[src/rtl/core/disc_ring_intensity_ratio_assert.svh]
// Assertion macros for the disc ring intensity ratio block.
`ifndef DISC_RING_INTENSITY_RATIO_ASSERT_SVH
`define DISC_RING_INTENSITY_RATIO_ASSERT_SVH

// Same-cycle implication, sampled on clk and disabled during reset.
`define DRIR_ASSERT_IMP(label, ante, cons) \
    label: assert property (@(posedge clk) disable iff (!rst_n) (ante) |-> (cons)) \
        else $error("drir: same-cycle check failed");

// Next-cycle implication, sampled on clk and disabled during reset.
`define DRIR_ASSERT_NEXT(label, ante, cons) \
    label: assert property (@(posedge clk) disable iff (!rst_n) (ante) |=> (cons)) \
        else $error("drir: next-cycle check failed");

`endif

[src/rtl/core/drir_pkg.sv]
package drir_pkg;

    localparam int COORD_BITS = 12;
    localparam int COUNT_BITS = 24;
    localparam int FRAC_BITS  = 4;

    localparam int CFG_W    = 16;
    localparam int MODE_W   = 2;
    localparam int PIX_W    = 8;
    localparam int SUM_W    = 32;
    localparam int SQ_W     = 40;
    localparam int METRIC_W = 32;
    localparam int STATUS_W = 2;
    localparam int QFRAC    = 16;

    localparam int POS_W  = COORD_BITS + FRAC_BITS;
    localparam int DIFF_W = (POS_W > CFG_W) ? POS_W : CFG_W;
    localparam int SQR_W  = 2 * DIFF_W;
    localparam int D2_W   = SQR_W + 1;
    localparam int R2_W   = 2 * CFG_W;
    localparam int CMP_W  = (D2_W > R2_W + 2) ? D2_W : R2_W + 2;

    localparam int SQRT_IN_W  = SQ_W + QFRAC;
    localparam int ROOT_W     = SQRT_IN_W / 2;
    localparam int SQRT_REM_W = ROOT_W + 3;
    localparam int SQRT_CNT_W = $clog2(ROOT_W + 1);

    localparam int TOP_W      = (SUM_W > ROOT_W) ? SUM_W : ROOT_W;
    localparam int PROD_W     = TOP_W + COUNT_BITS;
    localparam int DIV_STEPS  = METRIC_W;
    localparam int DIV_CNT_W  = $clog2(DIV_STEPS + 1);

    localparam int FIFO_DEPTH = 4;
    localparam int FIFO_AW    = 2;

    localparam int PADDR_W   = 4;
    localparam int PDATA_W   = 32;
    localparam int REG_IDX_W = 2;

    localparam logic [REG_IDX_W-1:0] REG_CENTER_X   = 2'd0;
    localparam logic [REG_IDX_W-1:0] REG_CENTER_Y   = 2'd1;
    localparam logic [REG_IDX_W-1:0] REG_RADIUS     = 2'd2;
    localparam logic [REG_IDX_W-1:0] REG_RATIO_MODE = 2'd3;

    localparam logic [1:0] REGION_NONE = 2'd0;
    localparam logic [1:0] REGION_DISC = 2'd1;
    localparam logic [1:0] REGION_RING = 2'd2;

    localparam logic [MODE_W-1:0] MODE_MEAN = 2'd0;
    localparam logic [MODE_W-1:0] MODE_RSS  = 2'd1;

    localparam logic [STATUS_W-1:0] STATUS_OK       = 2'd0;
    localparam logic [STATUS_W-1:0] STATUS_EMPTY    = 2'd1;
    localparam logic [STATUS_W-1:0] STATUS_NO_MODE  = 2'd2;
    localparam logic [STATUS_W-1:0] STATUS_ZERO_DEN = 2'd3;

    localparam logic [COUNT_BITS-1:0] COUNT_MAX = '1;
    localparam logic [METRIC_W-1:0]   Q_MAX     = '1;

    typedef struct packed {
        logic [CFG_W-1:0]  center_x;
        logic [CFG_W-1:0]  center_y;
        logic [R2_W-1:0]   r2;
        logic [MODE_W-1:0] mode;
    } cfg_t;

    typedef struct packed {
        logic [1:0]       region;
        logic [PIX_W-1:0] intensity;
        logic             last;
    } pix_entry_t;

    typedef struct packed {
        logic [COUNT_BITS-1:0] disc_count;
        logic [COUNT_BITS-1:0] ring_count;
        logic [SUM_W-1:0]      disc_sum;
        logic [SUM_W-1:0]      ring_sum;
        logic [SQ_W-1:0]       disc_sq;
        logic [SQ_W-1:0]       ring_sq;
    } acc_t;

endpackage

[src/rtl/core/drir_fifo.sv]
module drir_fifo import drir_pkg::*;
(
    input  logic       clk,
    input  logic       rst_n,
    input  logic       push_valid,
    output logic       push_ready,
    input  pix_entry_t push_data,
    output logic       pop_valid,
    input  logic       pop_ready,
    output pix_entry_t pop_data
);

    pix_entry_t         mem_reg [FIFO_DEPTH];
    logic [FIFO_AW-1:0] wr_ptr_reg;
    logic [FIFO_AW-1:0] rd_ptr_reg;
    logic [FIFO_AW:0]   count_reg;
    logic               do_push;
    logic               do_pop;

    assign push_ready = count_reg != (FIFO_AW + 1)'(FIFO_DEPTH);
    assign pop_valid  = count_reg != '0;
    assign pop_data   = mem_reg[rd_ptr_reg];
    assign do_push    = push_valid && push_ready;
    assign do_pop     = pop_valid && pop_ready;

    always_ff @(posedge clk or negedge rst_n)
    begin
        if (!rst_n)
        begin
            wr_ptr_reg <= '0;
            rd_ptr_reg <= '0;
            count_reg  <= '0;
        end
        else
        begin
            if (do_push)
            begin
                wr_ptr_reg <= wr_ptr_reg + 1'b1;
            end
            if (do_pop)
            begin
                rd_ptr_reg <= rd_ptr_reg + 1'b1;
            end
            if (do_push && !do_pop)
            begin
                count_reg <= count_reg + 1'b1;
            end
            else if (do_pop && !do_push)
            begin
                count_reg <= count_reg - 1'b1;
            end
        end
    end

    always_ff @(posedge clk)
    begin
        if (do_push)
        begin
            mem_reg[wr_ptr_reg] <= push_data;
        end
    end

endmodule

[config.mk]
export PLATFORM = sky130hd
export DESIGN_NAME = drir_fifo
export DESIGN_NICKNAME = d
export VERILOG_FILES = /design/src/rtl/core/disc_ring_intensity_ratio_assert.svh /design/src/rtl/core/drir_pkg.sv /design/src/rtl/core/drir_fifo.sv
export SDC_FILE = /design/constraint.sdc
export NUM_CORES = 1
export LEC_CHECK = 0
export BUFFER_PORTS_ARGS = -buffer_cell sky130_fd_sc_hd__buf_4
export CAP_MARGIN = 40
export CORE_MARGIN = 4
export CORE_UTILIZATION = 40
export CTS_BUF_LIST = sky130_fd_sc_hd__clkbuf_8
export DETAILED_ROUTE_END_ITERATION = 12
export SKIP_CTS_REPAIR_TIMING = 1
export SKIP_LAST_GASP = 1
export SLEW_MARGIN = 15
export SYNTH_ARGS = -nofsm -noshare
export SYNTH_HDL_FRONTEND = slang
export SYNTH_SLANG_ARGS = --single-unit
[constraint.sdc]
create_clock -name clk -period 1.97 [get_ports clk]
set_input_delay 0.2955 -clock clk [delete_from_list [all_inputs] [get_ports clk]]
set_output_delay 0.2955 -clock clk [all_outputs]
set_load 0.05 [all_outputs]
==> results.yml, run 1 <==
setup_path:
  cp_data_required_time_ns: 2.18
  cp.arrival_ns: 2.15
  r2r_end: "count_reg[2]"
  reg2reg_depth: 8
  slowest_delay_ns: 0.43
  critical_path_class: "register to register"
  cp_common_cell: "xor2_1"
  rrSetupSlack_ns: 0.03
  cp-end-kind: "register"
  crit_family: "simple AND/OR/NAND/NOR gates"
  startpoint_type: "register"
  crit_slowest_cell: "or3_4"
  r2r-start: "count_reg[1]"
  worst-path-max-fanout: 3
  worstPathCellList: "or3_4, nand2_4, ha_4, inv_1, fa_2, xor2_1, nor2_1, xor2_1"
  path_buf_inv: 1
routing:
  route.detailed.drc: 0
  ant_nets: 0
  totalWireLength_mm: 3.39
  via_per_inst: 4.77
  drt-initial-drc-count: 51
  drt-wirelength-per-cell_um: 16.3
  dr.pass1.iters: 4
  dr_total_vias: 993
clocking:
  cts-buffers-inserted: 5
  cts_sinks: 51
  clock-root-buffer: "clkbuf_8"
  cts_tree: "built"
  clk_pin_slew_ns: 0.09
  clockBufferDepth: 2
  h-tree-depth: 2
  worstSkewPairLatency_ns: 0.29
global_routing:
  antenna_found_initial: 0
  grt_use_total: 0.124
  grt_pass1_wl_mm: 5.73
  gr-total-overflow: 0
  grt_pass1_vias: 1106
  grt_max_degree: 16
final_layout:
  fillers: 410
  areaGrowthSynthToFinish_pct: 24.8
  antenna_cells: 0
  layout.nets: 161
  largest_reg_flops: 44
  drive_gt1_frac: 0.461
  fin_cells: 208
  utilization: 0.522
timing:
  tightest_slew_ns: 0.358
  drv_slew: 0
  relSlewSlack: 0.760
  rsz0062_at_grt: "yes"
  period_share: 0.985
  min_period_ns: 1.94
  hold_viol_final: 0
  fin_skew_ns: 0.00499
  setup_viol: 0
  fmaxAchievable_ghz: 0.515
floorplanning:
  start_util: 0.418
  die_h_um: 79.0
  core_sq_um: 4820
  ioPinCount: 28
  fp.dieW_um: 79.0
  core.rowCount: 25
  die-area_sq_um: 6240
placement:
  place_congestion: 0.764
  hpwl_mm: 2.46
  place_inst: 197
  portBuffers: 27
hold_path:
  worstHoldPathType: "primary input to register"
  min_delay_path_depth: 1
  min_from: "push_data[9]"
  min_to: "mem_reg[2][9]"
synthesis:
  synth_nets: 113
  yosysTopAreaCell: "edfxtp_1"
  syn_avg_cell_area_sq_um: 21.9
  yosysSeqAreaShare: 0.742
  synth_cell_type_count: 20
  yosys_warnings: 0
  synth_compound_area_frac: 0.00559
  synth_top_area_share: 0.655
  synth_fa_ha_area_frac: 0.0410
  postSynthCellCount: 92
  synth_top_family_by_area: "multiplexers"
  muxShareOfSynthArea: 0.140
  synth_area_leaders: "edfxtp_1, mux4_2, dfrtp_1, mux4_1, ha_1"
  synth-xor-area-share: 0.0261
  syn_area_sq_um: 2020
  ys_ff_latch: 51
  yosys.area_share.simple: 0.0317
power:
  p_leak_nw: 0.936
  p_per_area_nw_per_um2: 1610
  peakVddDrop_mv: 0.575
  power_mw: 4.05
job:
  maxCapViolations: 0
status:
  status: "complete, no violations"
## routing by layer
layer,vias up,global-route usage,routed length (um)
met2,19,0.221,1860
met5,-,0,0
met4,0,0.0361,42
li1,456,-,-
met3,6,0.0363,145
met1,512,0.144,1340
## final cells by class
cell class | instances | area [sq um] | area share
Timing Repair Buffer | 43 | 329 | 0.131
Clock inverter | 3 | 16.3 | 0.00647
Inverter | 3 | 11.3 | 0.00448
Tap cell | 67 | 83.8 | 0.0333
Clock buffer | 5 | 68.8 | 0.0274
Sequential cell | 51 | 1500 | 0.596
Multi-Input combinational cell | 36 | 508 | 0.202
## placed cells by master, fill, tap and decap left out, drive strengths merged, types with 4 or more instances in the layout
cell / instances
edfxtp: 44
buf: 42
mux4: 11
dfrtp: 7
clkbuf: 5
ha: 5
inv: 4
and2: 4
xnor2: 4
## power breakdown
group	internal, mW	switching (mW)
registers	1.45	0.0993
logic	0.788	1.15
clock network	0.244	0.314
total	2.49	1.57
## metrics by stage
stage	worst slack, ns	instance area (sq um)	TNS, ns	hold WS [ns]
6_report	0.0291	2510	0	0.195
2_1_floorplan	0.00445	2040	0	-0.0000911
3_3_place_gp	0.0862	2400	0	0.117
3_5_place_dp	-0.0111	2400	-0.0111	0.118
5_1_grt	-0.0648	2510	-0.113	0.178
4_1_cts	-0.0226	2490	-0.0495	-0.208
## cell usage after synthesis, drive strengths merged
library cell and number:
edfxtp 44, mux4 11, dfrtp 7, ha 5
and2 4, xnor2 4, inv 3, buf 2
mux2 2, nand2 2, nor2 2, xor2 2
a21boi 1, fa 1, nand3 1, or3 1
## cells by family after synthesis
kind of cell             Yosys count
adder cells (fa/ha/maj)            6
buffers and inverters              5
XOR/XNOR                           6
AO/OA/AOI/OAI                      1
flip-flops                        51
AND/OR/NAND/NOR                   10
multiplexers                      13
## worst max-delay path by stage
stage | startpoint | endpoint | slack [ns] | cells after the start
2_1_floorplan | count_reg[1] | count_reg[2] | 0.004 | 8
3_3_place_gp | count_reg[1] | count_reg[2] | 0.09 | 8
3_5_place_dp | count_reg[1] | count_reg[2] | -0.01 | 8
4_1_cts | count_reg[1] | count_reg[2] | -0.02 | 8
5_1_grt | count_reg[1] | count_reg[2] | -0.06 | 8
6_report | count_reg[1] | count_reg[2] | 0.03 | 8
Note: power is estimated with default switching activity, not from simulation.
==> run 2: changes to the inputs <==
--- a/config.mk
+++ b/config.mk
@@ -11,6 +11,7 @@
 export CORE_UTILIZATION = 40
 export CTS_BUF_LIST = sky130_fd_sc_hd__clkbuf_8
 export DETAILED_ROUTE_END_ITERATION = 12
+export MAX_ROUTING_LAYER = met4
 export SKIP_CTS_REPAIR_TIMING = 1
 export SKIP_LAST_GASP = 1
 export SLEW_MARGIN = 15
==> run 2 against run 1 <==
Via count up 0.81%. Core utilization unchanged. Final cell count unchanged. Critical path depth unchanged. Combinational power about the same. Fmax about the same. Routed wire length up 0.47%. Power about the same. Critical endpoint unchanged. Highest routed layer unchanged.
==> results.yml, run 2 (same netlist as run 1, synthesis figures left out) <==
status:
  status: "complete, no violations"
global_routing:
  grt_use_total: 0.127
  gr-total-overflow: 0
  grt.busiest_layer: "met2"
  grt_max_degree: 16
  met2_usage: 0.221
  use_met1: 0.144
  grt_pass1_wl_mm: 5.73
  antenna_found_initial: 0
  grt_pass1_vias: 1106
  use_met3: 0.0363
routing:
  totalWireLength_mm: 3.40
  dr_total_vias: 1001
  ant_nets: 0
  via_per_inst: 4.81
  drt-initial-drc-count: 45
  route.detailed.drc: 0
  dr.pass1.iters: 4
  drt-wirelength-per-cell_um: 16.4
final_layout:
  largest_reg_flops: 44
  utilization: 0.522
  multi_input_area_sq_um: 508
  antenna_cells: 0
  fillers: 410
  regArea_sq_um: 1500
  layout.nets: 161
  drive_gt1_frac: 0.461
  layout_common_cells: "edfxtp_1, buf_4, mux4_2"
  stdcell_area_sq_um: 2510
  areaGrowthSynthToFinish_pct: 24.8
  final_common_cell: "edfxtp_1"
timing:
  fin_skew_ns: 0.00659
  drv_slew: 0
  relSlewSlack: 0.760
  period_share: 0.985
  min_period_ns: 1.94
  fmaxAchievable_ghz: 0.515
  hold_viol_final: 0
  setup_viol: 0
  tightest_slew_ns: 0.359
  rsz0062_at_grt: "yes"
  worst_slack_ns: 0.0290
setup_path:
  critical_path_class: "register to register"
  cp.arrival_ns: 2.15
  reg2reg_depth: 8
  cp-end-kind: "register"
  startpoint_type: "register"
  cp_data_required_time_ns: 2.18
  worst-path-max-fanout: 3
power:
  power_frac_clock: 0.138
  internal-power_mw: 2.49
  peakVddDrop_mv: 0.575
  switching_share: 0.387
  comb_power_share: 0.479
  p_leak_nw: 0.936
  seqPwrFrac: 0.383
  power_mw: 4.06
  p_per_area_nw_per_um2: 1610
  power.switching_mw: 1.57
clocking:
  cts_sinks: 51
  clockBufferDepth: 2
  clk_pin_slew_ns: 0.09
  cts-buffers-inserted: 5
  cts_tree: "built"
  clock-root-buffer: "clkbuf_8"
  worstSkewPairLatency_ns: 0.29
  h-tree-depth: 2
floorplanning:
  die-area_sq_um: 6240
  fp.dieW_um: 79.0
  die_h_um: 79.0
  core_sq_um: 4820
  core.rowCount: 25
  start_util: 0.418
  ioPinCount: 28
placement:
  placed_area_sq_um: 2400
  hpwl_mm: 2.46
  portBuffers: 27
  place_congestion: 0.774
  place_ws_ns: -0.0111
hold_path:
  min_delay_path_depth: 1
  worstHoldPathType: "primary input to register"
job:
  maxCapViolations: 0
run 2: cell counts in the layout (fill, tap and decap cells not counted):
Identical to the previous run, type by type.
run 2: routing by layer:
metal,part of all wire,routed length [um]
met1,0.40,1360
met2,0.55,1870
met3,0.042,142
met4,0.011,36
met5,0,0
run 2: critical path, stage by stage, from the launching register on:
cell     delay (ns)
dfrtp_1        0.41
or3_4          0.43
nand2_4        0.09
ha_4           0.13
inv_1          0.05
fa_2           0.33
xor2_1         0.14
nor2_1         0.12
xor2_1         0.17
run 2: worst paths after layout:
check	startpoint	endpoint	slack [ns]
min in group asynchronous	rst_n	rd_ptr_reg[0]	0.34
hold reg to reg	count_reg[2]	count_reg[2]	0.53
setup reg to reg	count_reg[1]	count_reg[2]	0.03
setup / recovery	count_reg[1]	count_reg[2]	0.03
hold / removal	push_data[10]	mem_reg[1][10]	0.19
max in group asynchronous	rst_n	count_reg[2]	1.49
run 2: power groups by stage:
stage	clock (mW)	sequential [mW]	combinational, mW
after detailed placement	0	1.58	1.93
after global placement	0	1.56	1.91
after global routing	0.635	1.59	2.07
after floorplan	0	1.57	1.33
final	0.562	1.55	1.94
after CTS	0.583	1.56	1.93
run 2: metrics by stage:
stage | setup TNS (ns) | hold slack (ns) | cells
5_1_grt | -0.113 | 0.178 | 208
2_1_floorplan | 0 | -0.0000911 | 92
3_5_place_dp | -0.0111 | 0.118 | 197
4_1_cts | -0.0495 | -0.208 | 205
3_3_place_gp | 0 | 0.117 | 197
6_report | 0 | 0.195 | 208
run 2: final cells by class:
type	count	area share
well taps	67	0.0333
repair buffers	43	0.131
flip-flops and latches	51	0.596
multi-input cells	36	0.202
clock buffers	5	0.0274
clock inverters	3	0.00647
inverters	3	0.00448
==> run 3: changes to the inputs <==
--- a/config.mk
+++ b/config.mk
@@ -12,6 +12,8 @@
 export CTS_BUF_LIST = sky130_fd_sc_hd__clkbuf_8
 export DETAILED_ROUTE_END_ITERATION = 12
 export MAX_ROUTING_LAYER = met4
+export REMOVE_ABC_BUFFERS = 1
+export SETUP_SLACK_MARGIN = 0.5
 export SKIP_CTS_REPAIR_TIMING = 1
 export SKIP_LAST_GASP = 1
 export SLEW_MARGIN = 15
==> run 3 against run 2 <==
Final area is 6.8% higher. Highest routed layer unchanged. First-iteration DRC count is 87% higher. Via count is 0.80% higher. Power is 8.3% higher. Critical endpoint unchanged. Fmax is 1.2% higher. Non-clock buffer count is 8 higher. Critical path depth stayed put. Final cell count is 4.3% higher. Worst setup slack better by 0.023 ns. Clock skew hardly changed. Largest cell class unchanged.
==> results.yml, run 3 (same netlist as run 1, synthesis figures left out) <==
final_layout:
  utilization: 0.557
  fillers: 391
  largest_reg_flops: 44
  stdcell_area_sq_um: 2690
  layout_common_cells: "edfxtp_1, buf_4, buf_6"
  drive_gt1_frac: 0.533
  antenna_cells: 0
  final_common_cell: "edfxtp_1"
  areaGrowthSynthToFinish_pct: 33.2
  layout.nets: 170
global_routing:
  antenna_found_initial: 0
  gr-total-overflow: 0
  grt_pass1_vias: 1071
  grt_max_degree: 15
  grt_use_total: 0.119
  grt_pass1_wl_mm: 5.29
setup_path:
  cp_common_cell: "xor2_1"
  crit_family: "simple AND/OR/NAND/NOR gates"
  critical_path_class: "register to register"
  startpoint_type: "register"
  cp-end-kind: "register"
  worstPathCellList: "or3_4, nand2_4, ha_4, inv_2, fa_2, xor2_1, nor2_1, xor2_1"
  cp_data_required_time_ns: 2.18
  rrSetupSlack_ns: 0.05
  worst-path-max-fanout: 2
  slowest_delay_ns: 0.40
  path_buf_inv: 1
  cp.arrival_ns: 2.13
  crit_slowest_cell: "dfrtp_1"
floorplanning:
  ioPinCount: 28
  start_util: 0.418
  core.rowCount: 25
  die_h_um: 79.0
  die-area_sq_um: 6240
  core_sq_um: 4820
  fp.dieW_um: 79.0
power:
  p_per_area_nw_per_um2: 1640
  peakVddDrop_mv: 0.600
  power_mw: 4.39
  p_leak_nw: 1.01
timing:
  relSlewSlack: 0.901
  tightest_slew_ns: 0.147
  min_period_ns: 1.92
  whs_ns: 0.201
  rsz0062_at_grt: "yes"
  fmaxAchievable_ghz: 0.521
  hold_viol_final: 0
  fin_skew_ns: 0.00628
  drv_slew: 0
  period_share: 0.973
  setup_viol: 0
  tns_ns: 0
job:
  maxCapViolations: 0
routing:
  drt-initial-drc-count: 84
  dr.pass1.iters: 3
  dr_total_vias: 1009
  totalWireLength_mm: 3.59
  route.detailed.drc: 0
  drt-wirelength-per-cell_um: 16.5
  ant_nets: 0
  via_per_inst: 4.65
clocking:
  cts_sinks: 51
  clock-root-buffer: "clkbuf_8"
  cts_tree: "built"
  cts-buffers-inserted: 5
  clk_pin_slew_ns: 0.08
  h-tree-depth: 2
  clockBufferDepth: 2
  worstSkewPairLatency_ns: 0.29
placement:
  portBuffers: 27
  placed_area_sq_um: 2370
  place_congestion: 0.671
  hpwl_mm: 2.33
status:
  status: "complete, no violations"
hold_path:
  worstHoldPathType: "primary input to register"
==> run 3: changes by cell type in the layout (fill, tap and decap cells not counted), sizes merged <==
| cell | previous run | this run |
|---|---|---|
| and2 | 4 | 5 |
| buf | 42 | 50 |
| clkinv | 2 | 0 |
| inv | 4 | 6 |
==> run 3: power by group <==
part | switching (mW) | internal, mW | total, mW | leakage [nW]
clock network | 0.304 | 0.237 | 0.541 | 0.0519
registers | 0.0859 | 1.45 | 1.54 | 0.485
logic | 1.26 | 1.05 | 2.31 | 0.478
==> run 3: stage by stage <==
step	setup slack (ns)	cells
after global routing	-0.0424	217
after CTS	-0.101	203
final	0.0523	217
after global placement	0.0569	195
after detailed placement	-0.0794	195
after floorplan	-0.0865	90
==> run 3: layer usage <==
metal,part of all wire,vias up,GRT usage
li1,-,470,-
met1,0.42,516,0.141
met2,0.53,18,0.194
met3,0.030,5,0.0317
met4,0.012,0,0.0464
met5,0,-,-
==> run 3: path summary, 6_finish.rpt <==
path | from | to | cells past startpoint
setup / recovery | count_reg[0] | count_reg[2] | 8
max in group asynchronous | rst_n | rd_ptr_reg[0] | 2
hold reg to reg | wr_ptr_reg[1] | wr_ptr_reg[1] | 1
min in group asynchronous | rst_n | wr_ptr_reg[0] | 2
hold / removal | push_data[6] | mem_reg[3][6] | 1
setup reg to reg | count_reg[0] | count_reg[2] | 8
==> run 3: cell type report <==
| cell class | instances | area, sq um | share of cell area |
|---|---|---|---|
| tap | 67 | 83.8 | 0.0312 |
| multi-input combinational | 37 | 534 | 0.199 |
| timing repair buffer | 51 | 479 | 0.178 |
| sequential | 51 | 1500 | 0.557 |
| clock buffer | 5 | 68.8 | 0.0256 |
| clock inverter | 3 | 11.3 | 0.00419 |
| inverter | 3 | 11.3 | 0.00419 |
==> run 3: worst register-to-register path, delay by kind of cell (launching register included) <==
family,cells,cell delay [ns]
simple gates,3,0.61
fa+ha+maj,2,0.48
flops,1,0.40
xor+xnor,2,0.32
buf+inv,1,0.04
