### config.mk
export PLATFORM = sky130hd
export DESIGN_NAME = drir_back_flat
export DESIGN_NICKNAME = d
export VERILOG_FILES = /design/src/rtl/core/disc_ring_intensity_ratio_assert.svh /design/src/rtl/core/drir_pkg.sv /design/src/rtl/core/drir_if.sv /design/src/rtl/core/drir_isqrt.sv /design/src/rtl/core/drir_back.sv /design/src/flat_wrapper.sv
export SDC_FILE = /design/constraint.sdc
export NUM_CORES = 2
export LEC_CHECK = 0
export BUFFER_PORTS_ARGS = -buffer_cell sky130_fd_sc_hd__clkbuf_2
export CORE_MARGIN = 2
export CORE_UTILIZATION = 30
export CTS_CLUSTER_DIAMETER = 60
export CTS_CLUSTER_SIZE = 8
export DETAILED_ROUTE_END_ITERATION = 7
export PLACE_DENSITY_LB_ADDON = 0.1
export RECOVER_POWER = 25
export SLEW_MARGIN = 20
export SYNTH_ARGS = -nofsm -noshare
export SYNTH_HDL_FRONTEND = slang
export SYNTH_SLANG_ARGS = --single-unit
### constraint.sdc
create_clock -name clk -period 12.9 [get_ports clk]
set_input_delay 0.645 -clock clk [delete_from_list [all_inputs] [get_ports clk]]
set_output_delay 0.645 -clock clk [all_outputs]
set_load 0.05 [all_outputs]
### src/rtl/core/disc_ring_intensity_ratio_assert.svh
// Assertion macros for the disc ring intensity ratio block.
`ifndef DISC_RING_INTENSITY_RATIO_ASSERT_SVH
`define DISC_RING_INTENSITY_RATIO_ASSERT_SVH

// Same-cycle implication, sampled on clk and disabled during reset.
`define DRIR_ASSERT_IMP(label, ante, cons) \
    label: assert property (@(posedge clk) disable iff (!rst_n) (ante) |-> (cons)) \
        else $error("drir: same-cycle check failed");

// Next-cycle implication, sampled on clk and disabled during reset.
`define DRIR_ASSERT_NEXT(label, ante, cons) \
    label: assert property (@(posedge clk) disable iff (!rst_n) (ante) |=> (cons)) \
        else $error("drir: next-cycle check failed");

`endif

### src/rtl/core/drir_pkg.sv
package drir_pkg;

    localparam int COORD_BITS = 12;
    localparam int COUNT_BITS = 24;
    localparam int FRAC_BITS  = 4;

    localparam int CFG_W    = 16;
    localparam int MODE_W   = 2;
    localparam int PIX_W    = 8;
    localparam int SUM_W    = 32;
    localparam int SQ_W     = 40;
    localparam int METRIC_W = 32;
    localparam int STATUS_W = 2;
    localparam int QFRAC    = 16;

    localparam int POS_W  = COORD_BITS + FRAC_BITS;
    localparam int DIFF_W = (POS_W > CFG_W) ? POS_W : CFG_W;
    localparam int SQR_W  = 2 * DIFF_W;
    localparam int D2_W   = SQR_W + 1;
    localparam int R2_W   = 2 * CFG_W;
    localparam int CMP_W  = (D2_W > R2_W + 2) ? D2_W : R2_W + 2;

    localparam int SQRT_IN_W  = SQ_W + QFRAC;
    localparam int ROOT_W     = SQRT_IN_W / 2;
    localparam int SQRT_REM_W = ROOT_W + 3;
    localparam int SQRT_CNT_W = $clog2(ROOT_W + 1);

    localparam int TOP_W      = (SUM_W > ROOT_W) ? SUM_W : ROOT_W;
    localparam int PROD_W     = TOP_W + COUNT_BITS;
    localparam int DIV_STEPS  = METRIC_W;
    localparam int DIV_CNT_W  = $clog2(DIV_STEPS + 1);

    localparam int FIFO_DEPTH = 4;
    localparam int FIFO_AW    = 2;

    localparam int PADDR_W   = 4;
    localparam int PDATA_W   = 32;
    localparam int REG_IDX_W = 2;

    localparam logic [REG_IDX_W-1:0] REG_CENTER_X   = 2'd0;
    localparam logic [REG_IDX_W-1:0] REG_CENTER_Y   = 2'd1;
    localparam logic [REG_IDX_W-1:0] REG_RADIUS     = 2'd2;
    localparam logic [REG_IDX_W-1:0] REG_RATIO_MODE = 2'd3;

    localparam logic [1:0] REGION_NONE = 2'd0;
    localparam logic [1:0] REGION_DISC = 2'd1;
    localparam logic [1:0] REGION_RING = 2'd2;

    localparam logic [MODE_W-1:0] MODE_MEAN = 2'd0;
    localparam logic [MODE_W-1:0] MODE_RSS  = 2'd1;

    localparam logic [STATUS_W-1:0] STATUS_OK       = 2'd0;
    localparam logic [STATUS_W-1:0] STATUS_EMPTY    = 2'd1;
    localparam logic [STATUS_W-1:0] STATUS_NO_MODE  = 2'd2;
    localparam logic [STATUS_W-1:0] STATUS_ZERO_DEN = 2'd3;

    localparam logic [COUNT_BITS-1:0] COUNT_MAX = '1;
    localparam logic [METRIC_W-1:0]   Q_MAX     = '1;

    typedef struct packed {
        logic [CFG_W-1:0]  center_x;
        logic [CFG_W-1:0]  center_y;
        logic [R2_W-1:0]   r2;
        logic [MODE_W-1:0] mode;
    } cfg_t;

    typedef struct packed {
        logic [1:0]       region;
        logic [PIX_W-1:0] intensity;
        logic             last;
    } pix_entry_t;

    typedef struct packed {
        logic [COUNT_BITS-1:0] disc_count;
        logic [COUNT_BITS-1:0] ring_count;
        logic [SUM_W-1:0]      disc_sum;
        logic [SUM_W-1:0]      ring_sum;
        logic [SQ_W-1:0]       disc_sq;
        logic [SQ_W-1:0]       ring_sq;
    } acc_t;

endpackage

### src/rtl/core/drir_if.sv


interface drir_res_if import drir_pkg::*; ();
    logic                valid;
    logic                ready;
    logic [METRIC_W-1:0] metric;
    logic [STATUS_W-1:0] status;

    modport source (output valid, metric, status, input ready);
    modport sink (input valid, metric, status, output ready);
endinterface

### src/rtl/core/drir_isqrt.sv
module drir_isqrt import drir_pkg::*;
(
    input  logic                 clk,
    input  logic                 rst_n,
    input  logic                 start,
    input  logic [SQRT_IN_W-1:0] radicand,
    output logic                 busy,
    output logic [ROOT_W-1:0]    root
);

    logic                  busy_reg;
    logic [SQRT_CNT_W-1:0] cnt_reg;
    logic [SQRT_IN_W-1:0]  rad_reg;
    logic [SQRT_REM_W-1:0] rem_reg;
    logic [ROOT_W-1:0]     root_reg;

    logic [SQRT_REM_W-1:0] rem_sh;
    logic [SQRT_REM_W-1:0] trial;
    logic                  fits;

    assign busy = busy_reg;
    assign root = root_reg;

    always_comb
    begin
        rem_sh = {rem_reg[SQRT_REM_W-3:0], rad_reg[SQRT_IN_W-1 -: 2]};
        trial  = SQRT_REM_W'({root_reg, 2'b01});
        fits   = rem_sh >= trial;
    end

    always_ff @(posedge clk or negedge rst_n)
    begin
        if (!rst_n)
        begin
            busy_reg <= 1'b0;
            cnt_reg  <= '0;
        end
        else if (start)
        begin
            busy_reg <= 1'b1;
            cnt_reg  <= SQRT_CNT_W'(ROOT_W);
        end
        else if (busy_reg)
        begin
            cnt_reg <= cnt_reg - 1'b1;
            if (cnt_reg == SQRT_CNT_W'(1))
            begin
                busy_reg <= 1'b0;
            end
        end
    end

    always_ff @(posedge clk)
    begin
        if (start)
        begin
            rad_reg  <= radicand;
            rem_reg  <= '0;
            root_reg <= '0;
        end
        else if (busy_reg)
        begin
            rad_reg  <= rad_reg << 2;
            rem_reg  <= fits ? rem_sh - trial : rem_sh;
            root_reg <= {root_reg[ROOT_W-2:0], fits};
        end
    end

endmodule

### src/rtl/core/drir_back.sv
module drir_back import drir_pkg::*;
(
    input  logic       clk,
    input  logic       rst_n,
    input  cfg_t       cfg,
    input  logic       ent_valid,
    output logic       ent_ready,
    input  pix_entry_t ent,
    drir_res_if.source res
);

    localparam logic [3:0] ST_ACC       = 4'd0;
    localparam logic [3:0] ST_CHECK     = 4'd1;
    localparam logic [3:0] ST_SQRT      = 4'd2;
    localparam logic [3:0] ST_SQRT_WAIT = 4'd3;
    localparam logic [3:0] ST_MUL_N     = 4'd4;
    localparam logic [3:0] ST_MUL_D     = 4'd5;
    localparam logic [3:0] ST_DIV_CHK   = 4'd6;
    localparam logic [3:0] ST_DIV       = 4'd7;
    localparam logic [3:0] ST_DONE      = 4'd8;

    logic [3:0]           state_reg, state_next;
    acc_t                 acc_reg, acc_next;
    acc_t                 snap_reg, snap_next;
    logic [TOP_W-1:0]     top_reg, top_next;
    logic [TOP_W-1:0]     bot_reg, bot_next;
    logic [PROD_W-1:0]    num_reg, num_next;
    logic [PROD_W-1:0]    den_reg, den_next;
    logic [PROD_W-1:0]    rem_reg, rem_next;
    logic [METRIC_W-1:0]  qsh_reg, qsh_next;
    logic [METRIC_W-1:0]  quo_reg, quo_next;
    logic [DIV_CNT_W-1:0] cnt_reg, cnt_next;
    logic [METRIC_W-1:0]  rmetric_reg, rmetric_next;
    logic [STATUS_W-1:0]  rstatus_reg, rstatus_next;
    logic                 out_valid_reg;
    logic [METRIC_W-1:0]  out_metric_reg;
    logic [STATUS_W-1:0]  out_status_reg;

    acc_t                 acc_upd;
    logic [2*PIX_W-1:0]   vsq;
    logic                 sqrt_start;
    logic                 busy_d;
    logic                 busy_r;
    logic [ROOT_W-1:0]    root_d;
    logic [ROOT_W-1:0]    root_r;
    logic [TOP_W-1:0]     mul_a;
    logic [COUNT_BITS-1:0] mul_b;
    logic [PROD_W-1:0]    mul_p;
    logic [PROD_W-1:0]    num_hi;
    logic [PROD_W:0]      rem_sh;
    logic                 rem_ge;
    logic [PROD_W:0]      rem_diff;
    logic                 out_free;

    function automatic logic [SUM_W-1:0] sat_sum(logic [SUM_W-1:0] a, logic [PIX_W-1:0] v);
        logic [SUM_W:0] s;
        s = (SUM_W + 1)'(a) + (SUM_W + 1)'(v);
        return s[SUM_W] ? '1 : s[SUM_W-1:0];
    endfunction

    function automatic logic [SQ_W-1:0] sat_sq(logic [SQ_W-1:0] a, logic [2*PIX_W-1:0] v);
        logic [SQ_W:0] s;
        s = (SQ_W + 1)'(a) + (SQ_W + 1)'(v);
        return s[SQ_W] ? '1 : s[SQ_W-1:0];
    endfunction

    drir_isqrt u_sqrt_disc
    (
        .clk      (clk),
        .rst_n    (rst_n),
        .start    (sqrt_start),
        .radicand ({snap_reg.disc_sq, QFRAC'(0)}),
        .busy     (busy_d),
        .root     (root_d)
    );

    drir_isqrt u_sqrt_ring
    (
        .clk      (clk),
        .rst_n    (rst_n),
        .start    (sqrt_start),
        .radicand ({snap_reg.ring_sq, QFRAC'(0)}),
        .busy     (busy_r),
        .root     (root_r)
    );

    assign ent_ready  = state_reg == ST_ACC;
    assign out_free   = !out_valid_reg || res.ready;
    assign res.valid  = out_valid_reg;
    assign res.metric = out_metric_reg;
    assign res.status = out_status_reg;

    always_comb
    begin
        vsq     = (2 * PIX_W)'(ent.intensity) * (2 * PIX_W)'(ent.intensity);
        acc_upd = acc_reg;
        case (ent.region)
            REGION_DISC:
            begin
                if (acc_reg.disc_count != COUNT_MAX)
                begin
                    acc_upd.disc_count = acc_reg.disc_count + 1'b1;
                    acc_upd.disc_sum   = sat_sum(acc_reg.disc_sum, ent.intensity);
                    acc_upd.disc_sq    = sat_sq(acc_reg.disc_sq, vsq);
                end
            end
            REGION_RING:
            begin
                if (acc_reg.ring_count != COUNT_MAX)
                begin
                    acc_upd.ring_count = acc_reg.ring_count + 1'b1;
                    acc_upd.ring_sum   = sat_sum(acc_reg.ring_sum, ent.intensity);
                    acc_upd.ring_sq    = sat_sq(acc_reg.ring_sq, vsq);
                end
            end
            default:
            begin
                acc_upd = acc_reg;
            end
        endcase
    end

    always_comb
    begin
        mul_a    = (state_reg == ST_MUL_N) ? top_reg : bot_reg;
        mul_b    = (state_reg == ST_MUL_N) ? snap_reg.ring_count : snap_reg.disc_count;
        mul_p    = PROD_W'(mul_a) * PROD_W'(mul_b);
        num_hi   = num_reg >> QFRAC;
        rem_sh   = {rem_reg, qsh_reg[METRIC_W-1]};
        rem_ge   = rem_sh >= {1'b0, den_reg};
        rem_diff = rem_sh - {1'b0, den_reg};
    end

    always_comb
    begin
        state_next   = state_reg;
        acc_next     = acc_reg;
        snap_next    = snap_reg;
        top_next     = top_reg;
        bot_next     = bot_reg;
        num_next     = num_reg;
        den_next     = den_reg;
        rem_next     = rem_reg;
        qsh_next     = qsh_reg;
        quo_next     = quo_reg;
        cnt_next     = cnt_reg;
        rmetric_next = rmetric_reg;
        rstatus_next = rstatus_reg;
        sqrt_start   = 1'b0;
        unique case (state_reg)
            ST_ACC:
            begin
                if (ent_valid)
                begin
                    if (ent.last)
                    begin
                        acc_next   = '0;
                        snap_next  = acc_upd;
                        state_next = ST_CHECK;
                    end
                    else
                    begin
                        acc_next = acc_upd;
                    end
                end
            end
            ST_CHECK:
            begin
                if (snap_reg.disc_count == '0 || snap_reg.ring_count == '0)
                begin
                    rmetric_next = '0;
                    rstatus_next = STATUS_EMPTY;
                    state_next   = ST_DONE;
                end
                else if (cfg.mode == MODE_MEAN)
                begin
                    top_next   = TOP_W'(snap_reg.disc_sum);
                    bot_next   = TOP_W'(snap_reg.ring_sum);
                    state_next = ST_MUL_N;
                end
                else if (cfg.mode == MODE_RSS)
                begin
                    state_next = ST_SQRT;
                end
                else
                begin
                    rmetric_next = '0;
                    rstatus_next = STATUS_NO_MODE;
                    state_next   = ST_DONE;
                end
            end
            ST_SQRT:
            begin
                sqrt_start = 1'b1;
                state_next = ST_SQRT_WAIT;
            end
            ST_SQRT_WAIT:
            begin
                if (!busy_d && !busy_r)
                begin
                    top_next   = TOP_W'(root_d);
                    bot_next   = TOP_W'(root_r);
                    state_next = ST_MUL_N;
                end
            end
            ST_MUL_N:
            begin
                if (bot_reg == '0)
                begin
                    rmetric_next = Q_MAX;
                    rstatus_next = STATUS_ZERO_DEN;
                    state_next   = ST_DONE;
                end
                else
                begin
                    num_next   = mul_p;
                    state_next = ST_MUL_D;
                end
            end
            ST_MUL_D:
            begin
                den_next   = mul_p;
                state_next = ST_DIV_CHK;
            end
            ST_DIV_CHK:
            begin
                if (num_hi >= den_reg)
                begin
                    rmetric_next = Q_MAX;
                    rstatus_next = STATUS_OK;
                    state_next   = ST_DONE;
                end
                else
                begin
                    rem_next   = num_hi;
                    qsh_next   = METRIC_W'(num_reg[QFRAC-1:0]) << (METRIC_W - QFRAC);
                    quo_next   = '0;
                    cnt_next   = DIV_CNT_W'(DIV_STEPS);
                    state_next = ST_DIV;
                end
            end
            ST_DIV:
            begin
                rem_next = rem_ge ? rem_diff[PROD_W-1:0] : rem_sh[PROD_W-1:0];
                qsh_next = qsh_reg << 1;
                quo_next = {quo_reg[METRIC_W-2:0], rem_ge};
                cnt_next = cnt_reg - 1'b1;
                if (cnt_reg == DIV_CNT_W'(1))
                begin
                    rmetric_next = {quo_reg[METRIC_W-2:0], rem_ge};
                    rstatus_next = STATUS_OK;
                    state_next   = ST_DONE;
                end
            end
            ST_DONE:
            begin
                if (out_free)
                begin
                    state_next = ST_ACC;
                end
            end
            default:
            begin
                state_next = ST_ACC;
            end
        endcase
    end

    always_ff @(posedge clk or negedge rst_n)
    begin
        if (!rst_n)
        begin
            state_reg     <= ST_ACC;
            acc_reg       <= '0;
            out_valid_reg <= 1'b0;
        end
        else
        begin
            state_reg <= state_next;
            acc_reg   <= acc_next;
            if (state_reg == ST_DONE && out_free)
            begin
                out_valid_reg <= 1'b1;
            end
            else if (res.ready)
            begin
                out_valid_reg <= 1'b0;
            end
        end
    end

    always_ff @(posedge clk)
    begin
        snap_reg    <= snap_next;
        top_reg     <= top_next;
        bot_reg     <= bot_next;
        num_reg     <= num_next;
        den_reg     <= den_next;
        rem_reg     <= rem_next;
        qsh_reg     <= qsh_next;
        quo_reg     <= quo_next;
        cnt_reg     <= cnt_next;
        rmetric_reg <= rmetric_next;
        rstatus_reg <= rstatus_next;
        if (state_reg == ST_DONE && out_free)
        begin
            out_metric_reg <= rmetric_reg;
            out_status_reg <= rstatus_reg;
        end
    end

endmodule
### src/flat_wrapper.sv
// flat-port wrapper written by rule: the top's interface ports become plain ports
module drir_back_flat import drir_pkg::*;
  (clk, rst_n, cfg, ent_valid, ent_ready, ent, res_valid, res_metric, res_status, res_ready);
  drir_res_if res_i ();
  input  logic clk;
  input  logic rst_n;
  input  cfg_t cfg;
  input  logic ent_valid;
  output logic ent_ready;
  input  pix_entry_t ent;
  output wire logic [$bits(res_i.valid)-1:0] res_valid;
  output wire logic [$bits(res_i.metric)-1:0] res_metric;
  output wire logic [$bits(res_i.status)-1:0] res_status;
  input wire logic [$bits(res_i.ready)-1:0] res_ready;
  assign res_valid = res_i.valid;
  assign res_metric = res_i.metric;
  assign res_status = res_i.status;
  assign res_i.ready = res_ready;
  drir_back u_core (.clk(clk), .rst_n(rst_n), .cfg(cfg), .ent_valid(ent_valid), .ent_ready(ent_ready), .ent(ent), .res(res_i));
endmodule
==> results.toml <==
[status]
outcome = "finished with violations"
failed_checks = "max-capacitance violations, max-slew violations"

[floorplan]
coreArea_um2 = 251200
chipHeight_um = 506.4
floorplan.io_pins = 117
die_width_um = 506.4
initial_standard_cell_utilization_of_the_core_pct = 30.15
die_area_um2 = 256500
std_cell_rows = 184

[placed_design]
place_hpwl_mm = 180.6
port_buffers = 52
last_weighted_congestion_value_of_the_routability_driven_placer = 0.8616
dpl_worst_slack_ps = 2164

[grt]
gr-usage-met3_pct = 2.903
grt_util_met1_pct = 26.19
grt_ovf = 0
grt_start_max_net_pins = 144
grtUsageTotal_pct = 19.20
met2_usage_pct = 31.35
grt_first_pass_wirelength_mm = 374.1
grt_busiest_layer = "met2"
vias_in_the_first_global_route = 57540
antenna_violations_before_repair = 8

[routing]
via_count = 56080
wirelength_mm = 247.3
drt_iter0_drc = 3677
drc_errors = 0
vias_per_cell = 4.980
first_pass_iters = 7
antenna_left = 0
detail_route.wl_per_cell_um = 21.96

[worst_setup_path]
endpoint_kind = "register"
most_frequent_cell_on_critical_path = "sky130_fd_sc_hd__fa_1"
critPathMaxFanout = 35
crit_start = "u_core.state_reg[3]"
crit_path_max_incr_delay_ps = 960
slowest_stage = "sky130_fd_sc_hd__mux2i_2"
worstSetupPathType = "register to register"
cp.arrival_ps = 11200
worstPathRequired_ps = 13420
start_kind = "register"
worstReg2RegStart = "u_core.state_reg[3]"
r2r_cells = 29

[yosys]
synth.top_cells.by_area = "sky130_fd_sc_hd__edfxtp_1 (25%), sky130_fd_sc_hd__fa_1 (18%), sky130_fd_sc_hd__ha_1 (7.0%), sky130_fd_sc_hd__dfrtp_1 (6.9%), sky130_fd_sc_hd__nand2_1 (5.4%)"
mappedNetlistArea_um2 = 75730
cell_type_with_the_largest_total_area_after_synthesis = "sky130_fd_sc_hd__edfxtp_1"
edff_count_synth = 625
synth.avg_cell_area_um2 = 9.648
register_bit_count_reported_by_yosys = 948
ys_warn_count = 0
post-synth-top-area-fraction_pct = 24.78
synth_fp_nets = 9041
synth_top_flop_cell = "sky130_fd_sc_hd__edfxtp_1"
synthesis.instances = 7850
synth.lib_cells_used.distinct = 106
synth_async_sr_flop_share_pct = 22.05
synth_seq_area_share_pct = 34.70
synthTopCellsByCount = "sky130_fd_sc_hd__nand2_1 (1,088), sky130_fd_sc_hd__inv_1 (935), sky130_fd_sc_hd__nor2_1 (797)"
yosysMostFrequentCell = "sky130_fd_sc_hd__nand2_1"

[layout]
fin_util_pct = 33.70
final_nets = 8991
synthToLayoutAreaGrowth_pct = 11.78
share_of_post_route_cells_with_drive_strength_above_1_pct = 7.533

[cts]
clockRootBuffer = "sky130_fd_sc_hd__clkbuf_16"
cts-buffers-inserted = 155
max-clock-path-buffers = 3
clock_latency_ps = 820
tritoncts = "yes"
post_cts.repair.setup_buffers = 0
path_clk_slew_ps = 50
h_tree_levels = 4
cts.sink_count = 948

[timing]
finalWorstSetupSlack_ps = 2214
final.hold.worst_slack_ps = 292.9
shortest_clock_period_the_worst_path_allows_after_layout_ps = 10690
timing_max_transition_violations_final = 536
finalCritPeriodShare_pct = 82.83
max_freq_mhz = 93.58
hold_violations = 0
grt_setup_unrepaired = "no"
worst_relative_slew_slack_pct = -164.8
clock-skew-final_ps = 62.16
finalSetupViolations = 0
timing.setup.tns_ps = 0
max_slew.worst_pin.slew_ps = 3972

[min_path]
hold_path.startpoint = "cfg[0]"
holdCritPathClass = "input pin to register"
hold_path_depth = 3

[flow_run]
max_cap_viol_count = 13
-- logic make-up (layout without fill, tap and decap cells) --
kind of cell    after synthesis  in the layout  share of synthesized area [%]
xor+xnor                    310            310                          3.585
flops                       948            948                          34.70
simple gates               2578           2578                          14.96
mux                         264            264                          3.691
buf+inv                    1316           1378                          6.670
fa+ha+maj                  1110           1110                          25.14
other cells                   0              1                              0
compound gates             1324           1324                          11.26
-- path summary, 6_finish.rpt --
kind                                    endpoint  slack [ps]
setup / recovery              u_core.den_reg[49]        2210
hold / removal               u_core.state_reg[1]         290
setup reg to reg              u_core.den_reg[49]        2210
hold reg to reg            u_core.res.metric[16]         390
max in group asynchronous    u_core.acc_reg[160]        6050
min in group asynchronous     u_core.acc_reg[44]        1630
-- per-layer routing --
| metal | up-vias | part of all wire (%) |
|---|---|---|
| met5 | - | 0.0061 |
| met4 | 2 | 3.3 |
| met3 | 380 | 5.1 |
| met2 | 1304 | 46 |
| met1 | 28160 | 45 |
| li1 | 26240 | - |
-- worst max-delay path: cells and delay by family, from the launching register on --
kind | cells | cell delay, ps
compound gates | 8 | 2150
xor+xnor | 1 | 130
fa+ha+maj | 8 | 4070
buf+inv | 6 | 880
flops | 1 | 500
mux | 1 | 960
simple gates | 5 | 1620
-- cell usage in the layout, fill, tap and decap left out, types with 18 or more instances in the layout --
cell type and n:
sky130_fd_sc_hd__nand2_1 1084, sky130_fd_sc_hd__inv_1 933, sky130_fd_sc_hd__nor2_1 792, sky130_fd_sc_hd__fa_1 686, sky130_fd_sc_hd__edfxtp_1 625, sky130_fd_sc_hd__ha_1 424, sky130_fd_sc_hd__a21oi_1 407, sky130_fd_sc_hd__o21ai_0 267
sky130_fd_sc_hd__xnor2_1 209, sky130_fd_sc_hd__dfrtp_1 207, sky130_fd_sc_hd__clkbuf_16 155, sky130_fd_sc_hd__mux2_2 122, sky130_fd_sc_hd__a21o_1 121, sky130_fd_sc_hd__mux2i_1 120, sky130_fd_sc_hd__nand3_1 115, sky130_fd_sc_hd__dfxtp_1 114
sky130_fd_sc_hd__clkbuf_1 110, sky130_fd_sc_hd__buf_4 104, sky130_fd_sc_hd__xor2_1 101, sky130_fd_sc_hd__nor3_1 98, sky130_fd_sc_hd__a31oi_1 85, sky130_fd_sc_hd__nand4_1 81, sky130_fd_sc_hd__and3_1 68, sky130_fd_sc_hd__and2_1 52
sky130_fd_sc_hd__o21a_1 47, sky130_fd_sc_hd__nor2b_1 44, sky130_fd_sc_hd__or2_2 42, sky130_fd_sc_hd__nor4_1 42, sky130_fd_sc_hd__o21bai_1 41, sky130_fd_sc_hd__o22a_1 39, sky130_fd_sc_hd__a22o_1 37, sky130_fd_sc_hd__a211oi_1 33
sky130_fd_sc_hd__and2_0 33, sky130_fd_sc_hd__o211ai_1 28, sky130_fd_sc_hd__nand2b_1 24, sky130_fd_sc_hd__and4_1 24, sky130_fd_sc_hd__o31ai_1 21, sky130_fd_sc_hd__o21ai_1 20, sky130_fd_sc_hd__a311oi_1 19, sky130_fd_sc_hd__a31o_2 18
-- cell type report --
class | count | area [um^2]
Antenna cell | 1 | 2.502
Clock buffer | 223 | 4194
Clock inverter | 46 | 695.7
Fill cell | 25710 | 166500
Inverter | 938 | 3528
Multi-Input combinational cell | 5586 | 44650
Sequential cell | 948 | 26290
Tap cell | 3348 | 4189
Timing Repair Buffer | 171 | 1106
-- timing repair --
| item | CTS | global route |
|---|---|---|
| hold buffers | 1 | 0 |
| gates resized for setup | 0 | 0 |
| hold endpoints to repair | 40 | 0 |
-- stage by stage --
| step | std cells | cell area (um^2) |
|---|---|---|
| 2_1_floorplan | 7850 | 75730 |
| 3_3_place_gp | 10990 | 79860 |
| 3_5_place_dp | 10990 | 79890 |
| 4_1_cts | 11260 | 84790 |
| 5_1_grt | 11260 | 84660 |
| 6_report | 11260 | 84660 |
Power is left out: the tool's default activity adds up to more than one toggle a clock period on the data nets, which glitch-free logic cannot reach.
